**config.mk**
```make
export PLATFORM = sky130hd
export DESIGN_NAME = hpt_div_cell
export DESIGN_NICKNAME = d
export VERILOG_FILES = /design/src/hw/rtl/hpt_pkg.sv /design/src/hw/rtl/hpt_div_cell.sv
export VERILOG_INCLUDE_DIRS = /design/src /design/src/hw/rtl
export SDC_FILE = /design/constraint.sdc
export NUM_CORES = 1
export LEC_CHECK = 0
export ABC_AREA = 0
export BUFFER_PORTS_ARGS = -buffer_cell sky130_fd_sc_hd__buf_2
export CORE_AREA = 2 2 363 365
export DETAILED_ROUTE_END_ITERATION = 10
export DIE_AREA = 0 0 365 367
export PLACE_DENSITY_LB_ADDON = 0.05
export SYNTH_ARGS = -nofsm -noshare
export SYNTH_HDL_FRONTEND = slang
export SYNTH_SLANG_ARGS = --single-unit
```
**constraint.sdc**
```tcl
create_clock -name clk_i -period 2.5 [get_ports clk_i]
set_clock_uncertainty 0.15 [all_clocks]
set_input_delay 0.5 -clock clk_i [delete_from_list [all_inputs] [get_ports clk_i]]
set_output_delay 0.5 -clock clk_i [all_outputs]
set_load 0.01 [all_outputs]
```
**src/hw/rtl/homogeneous_point_transform_defines.svh**
```systemverilog
// assertion macros shared by the point transform rtl
`ifndef HOMOGENEOUS_POINT_TRANSFORM_DEFINES_SVH
`define HOMOGENEOUS_POINT_TRANSFORM_DEFINES_SVH

`ifndef NO_ASSERTIONS
`define HPT_ASSERT(lbl, prop, msg) \
  lbl: assert property (@(posedge clk_i) disable iff (!rst_ni) prop) else $error(msg);
`define HPT_ASSERT_IMPL(lbl, ante, cons, msg) \
  lbl: assert property (@(posedge clk_i) disable iff (!rst_ni) (ante) |-> (cons)) \
    else $error(msg);
`else
`define HPT_ASSERT(lbl, prop, msg)
`define HPT_ASSERT_IMPL(lbl, ante, cons, msg)
`endif

`endif

```
**src/hw/rtl/hpt_pkg.sv**
```systemverilog
`default_nettype none
package hpt_pkg;

  localparam int XW = 32;           // coordinate and matrix entry width
  localparam int SW = 66;           // exact column sum width
  localparam int QW = 33;           // quotient bits produced by the divider chain
  localparam int NUM_REGS = 8;
  localparam int CFG_IDX_W = 8;
  localparam int CFG_DATA_W = 64;
  localparam int FRAC_BITS_DEF = 16;

  localparam logic [QW-1:0] POS_LIM = 33'h0_7FFF_FFFF;
  localparam logic [QW-1:0] NEG_LIM = 33'h0_8000_0000;

  typedef logic [NUM_REGS-1:0][CFG_DATA_W-1:0] hpt_cfg_t;

  // control travelling with one beat down the chain
  typedef struct packed {
    logic       vld;
    logic       wz;
    logic [2:0] neg;
    logic [2:0] ovf;
  } hpt_ctl_t;

  typedef struct packed {
    logic signed [XW-1:0] out_x;
    logic signed [XW-1:0] out_y;
    logic signed [XW-1:0] out_z;
    logic                 w_was_zero;
    logic                 saturated;
  } hpt_res_t;

  function automatic logic signed [XW-1:0] mat_entry(hpt_cfg_t m, int r, int c);
    logic [CFG_DATA_W-1:0] reg_v;
    reg_v = m[2*r + (c >> 1)];
    return (c & 1) != 0 ? reg_v[63:32] : reg_v[31:0];
  endfunction

endpackage
`default_nettype wire

```
**src/hw/rtl/hpt_div_cell.sv**
```systemverilog
`default_nettype none
`include "homogeneous_point_transform_defines.svh"
module hpt_div_cell import hpt_pkg::*; #(
  parameter int CW = SW + QW,
  parameter int K = 0
) (
  input  wire logic          clk_i,
  input  wire logic          rst_ni,
  input  wire logic          adv_i,
  input  wire hpt_ctl_t      ctl_i,
  input  wire logic [CW-1:0] rem_i [3],
  input  wire logic [QW-1:0] q_i [3],
  input  wire logic [SW-1:0] den_i,
  output hpt_ctl_t           ctl_o,
  output logic [CW-1:0]      rem_o [3],
  output logic [QW-1:0]      q_o [3],
  output logic [SW-1:0]      den_o
);

  logic [CW-1:0] den_sh;
  logic [CW:0]   diff [3];
  logic [CW-1:0] rem_d [3];
  logic [QW-1:0] q_d [3];
  logic          vld_q;
  logic          wz_q;
  logic [2:0]    neg_q;
  logic [2:0]    ovf_q;
  logic [CW-1:0] rem_q [3];
  logic [QW-1:0] q_q [3];
  logic [SW-1:0] den_q;
  logic [CW-1:0] chk_sh;

  // one restoring step per lane: quotient bit K
  always_comb begin
    den_sh = CW'(den_i) << K;
    for (int l = 0; l < 3; l++) begin
      diff[l]  = {1'b0, rem_i[l]} - {1'b0, den_sh};
      rem_d[l] = diff[l][CW] ? rem_i[l] : diff[l][CW-1:0];
      q_d[l]   = q_i[l] | (QW'(!diff[l][CW]) << K);
    end
  end

  always_ff @(posedge clk_i) begin
    if (adv_i) begin
      rem_q <= rem_d;
      q_q   <= q_d;
      den_q <= den_i;
      wz_q  <= ctl_i.wz;
      neg_q <= ctl_i.neg;
      ovf_q <= ctl_i.ovf;
    end
  end

  always_ff @(posedge clk_i or negedge rst_ni) begin
    if (!rst_ni) begin
      vld_q <= 1'b0;
    end else if (adv_i) begin
      vld_q <= ctl_i.vld;
    end
  end

  assign ctl_o = '{vld: vld_q, wz: wz_q, neg: neg_q, ovf: ovf_q};
  assign rem_o = rem_q;
  assign q_o   = q_q;
  assign den_o = den_q;

  assign chk_sh = CW'(den_q) << K;

  // remainder stays below the divisor weight just processed
  `HPT_ASSERT_IMPL(a_rem0, vld_q && !ovf_q[0], rem_q[0] < chk_sh, "lane 0 remainder")
  `HPT_ASSERT_IMPL(a_rem1, vld_q && !ovf_q[1], rem_q[1] < chk_sh, "lane 1 remainder")
  `HPT_ASSERT_IMPL(a_rem2, vld_q && !ovf_q[2], rem_q[2] < chk_sh, "lane 2 remainder")
  `HPT_ASSERT(a_vld_move, adv_i |=> (vld_q == $past(ctl_i.vld)), "valid lost in cell")

endmodule
`default_nettype wire

```
==> metrics.cfg <==
[logic_synthesis]
async_reset_ff_frac = 0.00213
syn-cell-area_mm2 = 0.0318
synth_top_area_share = 0.442
synth-seq-cells = 470
yosys_warnings = 0
yosysUniqueCellTypes = 88
synth_top_area_cell = edfxtp_1
synth_area_leaders = edfxtp_1 44%, ha_1 7.8%, a21oi_1 5.9%
synth_edf_count = 469
synth_seq_area_share = 0.443
synthFlopType = edfxtp_1
synth_nets = 4012
synth_cells = 3338
synth.avg_cell_area_um2 = 9.54

[setup_path]
r2r_start = vld_q
r2r_setup_slack_ns = 1.59
cp-start-kind = input pin
crit_fanout = 5
arrival_ns = 3.64
crit_family = compound AO/OA/AOI/OAI gates
crit_type = input pin to flop
setup.worst_path.start = den_i[1]
slowest_stage = a211o_4
required_ns = 2.74
slowest_delay_ns = 0.37
crit_path_end_kind = flop
reg2reg_depth = 1
crit_top_cell = buf_6
cp_cell_sequence = buf_8 > clkinvlp_4 > buf_6 > buf_6 > ha_4 > nor2b_4 > o31a_1 > buf_4 > buf_6 > o21ai_4 > a211o_4 > a211oi_4 > or3b_4 > a21boi_2 > o31ai_2 > buf_6 > a31oi_4 > xor2_1
path_buf_inv = 7
timing.rr.end = vld_q

[timing]
tightest_slew_ns = 0.587
period_minus_slack_ns = 3.40
fmax_ghz = 0.295
final.setup.tns_ns = -194.30
slew_headroom = 0.598
hold_viol_final = 0
setup_viol = 300
rsz0062_at_grt = true
setup_slack_ns = -0.895
post-route-period-util = 1.36
slew_viol_final = 0

[placement]
gp_congestion = 0.897
hpwlAfterDp_mm = 146
io_buffers = 942
dp.cells = 7205

[global_route]
track_usage = 0.258
grt_pass1_wl_mm = 251
grt_antenna_before_repair = 53
grt_pass1_vias = 37100
overflow = 0
grt_start_max_net_pins = 59

[floorplanning]
die_x_um = 365
dieHeight_um = 367
rows = 133
die-area_mm2 = 0.134
initial_core_util = 0.244
io_pins = 943
core-area_mm2 = 0.130

[clocking]
cts_buffers = 67
insertion_delay_ns = 0.66
tritoncts = done
clock_sinks = 470
clk_pin_slew_ns = 0.06
cts-root-buf = clkbuf_16
cts_htree_levels = 3
clock_path_buffers = 3

[drt]
vias = 36200
wire_per_inst_um = 23.5
drc = 0
vias_per_cell = 4.69
antenna_left = 0
drt_wl_total_mm = 181
dr.pass1.iters = 5
dr.first_iter.drc_count = 1994

[worst_hold_path]
hold_path_end = rem_o[232]
holdCritStartpoint = rem_i[232]
min_delay_path_depth = 3
hold_class = input pin to flop

[power]
p_per_area_mw_per_mm2 = 520
leakage_nw = 25.7
ir_drop_v = 0.000455

[status]
violations = negative setup slack
status = complete, but fails checks

[finish]
final_nets = 6574
syn_to_final_growth_pct = 86.0
final_layout_size_suffix_gt1_frac = 0.529
instances_no_fill = 7726
final_util = 0.454

[job]
maxCapViolCount = 0

## through the flow
| stage | area [um^2] | worst slack (ns) | hold slack (ns) | total power [mW] |
|---|---|---|---|---|
| after CTS | 56500 | -0.812 | 0.00106 | 30.6 |
| after global routing | 59200 | -0.967 | 0.0288 | 32.2 |
| after floorplan | 32200 | -1.02 | 0.0544 | 14.1 |
| final | 59200 | -0.895 | 0.0441 | 30.8 |
| after global placement | 48800 | -1.97 | 0.129 | 20.0 |
| after detailed placement | 48800 | -2.08 | 0.128 | 19.9 |
## routing by layer
metal	share of wire	routed length, um	GRT usage	vias up
met5	0.0020	366	0	-
met1	0.39	70400	0.289	17400
met4	0.029	5280	0.0756	54
met2	0.51	92600	0.474	978
met3	0.069	12500	0.0669	238
li1	-	-	-	17600
## report_power, final
part | total (mW) | internal (mW) | switching (mW)
Sequential | 10.2 | 9.86 | 0.334
Clock | 9.57 | 5.55 | 4.02
Combinational | 11.0 | 5.29 | 5.75
## flip-flops by register name, indices dropped and copies added (netlist names)
register,count
q_o,99
den_o,66
rem_o,297
wz_q,1
vld_q,1
neg_q,3
ovf_q,3
## logic make-up (layout without fill, tap and decap cells)
group,count (synthesis),in the layout,share of synthesized area
and+or+nand+nor,1120,1120,0.168
AOI/OAI and AO/OA,961,963,0.184
xor gates and xnor gates,280,280,0.0770
adders and majority gates,201,201,0.0797
DFF,470,470,0.443
muxes,32,32,0.0124
other,0,18,0
buffers and inverters,274,2887,0.0364
## cell usage in the layout, fill, tap and decap left out, drive strengths merged, types with 97 or more instances in the layout
master          n
xnor2         152
nor2          314
nand2         315
edfxtp        469
o21ai         223
inv           107
xor2          128
nor3           99
dlygate4sd3   210
ha            198
a21oi         373
buf          2424
a21o           97
## synthesized netlist by cell type, drive strengths merged (6+ instances only)
| library cell | count |
|---|---|
| o31ai | 18 |
| a221oi | 8 |
| o31a | 7 |
| a21o | 97 |
| o21a | 25 |
| a2111oi | 11 |
| a211oi | 24 |
| o21ai | 223 |
| nand2 | 315 |
| and4 | 6 |
| and2 | 13 |
| ha | 198 |
| nor3 | 99 |
| nor3b | 11 |
| o21bai | 52 |
| or3 | 27 |
| a211o | 6 |
| nand3b | 10 |
| o211ai | 21 |
| nor4 | 41 |
| or2 | 13 |
| a21oi | 373 |
| a41oi | 8 |
| buf | 48 |
| or4 | 13 |
| a31oi | 31 |
| nand2b | 33 |
| clkbuf | 104 |
| nand4 | 90 |
| mux2 | 30 |
| xor2 | 128 |
| a21boi | 10 |
| edfxtp | 469 |
| nor2 | 314 |
| nor2b | 24 |
| nand3 | 66 |
| xnor2 | 152 |
| and3 | 25 |
| nand4b | 6 |
| inv | 122 |
## final cells by class
class	instances	area (um^2)
Clock inverter	41	368
Antenna cell	18	45.0
Clock buffer	81	1760
Inverter	122	539
Timing Repair Buffer	2643	19700
Sequential cell	470	14100
Multi-Input combinational cell	2596	20500
Tap cell	1755	2200
Fill cell	13100	71200
## repair_timing
action | 4_1_cts | 5_1_grt
buffers inserted | 92 | 92
setup endpoints to repair | 300 | 300
resized for setup | 505 | 473
hold buffers | 210 | 0
endpoints found under the hold margin | 209 | 0
cloned | 15 | 9
pin swaps | 142 | 177
## worst max-delay path by stage
stage	end	slack (ns)	cells past startpoint
final	rem_o[291]	-0.90	18
after global routing	rem_o[291]	-0.97	18
after CTS	rem_o[97]	-0.81	14
after detailed placement	rem_o[177]	-2.08	18
after global placement	rem_o[181]	-1.97	17
after floorplan	rem_o[272]	-1.02	15
Power figures use the tool's default switching activity.
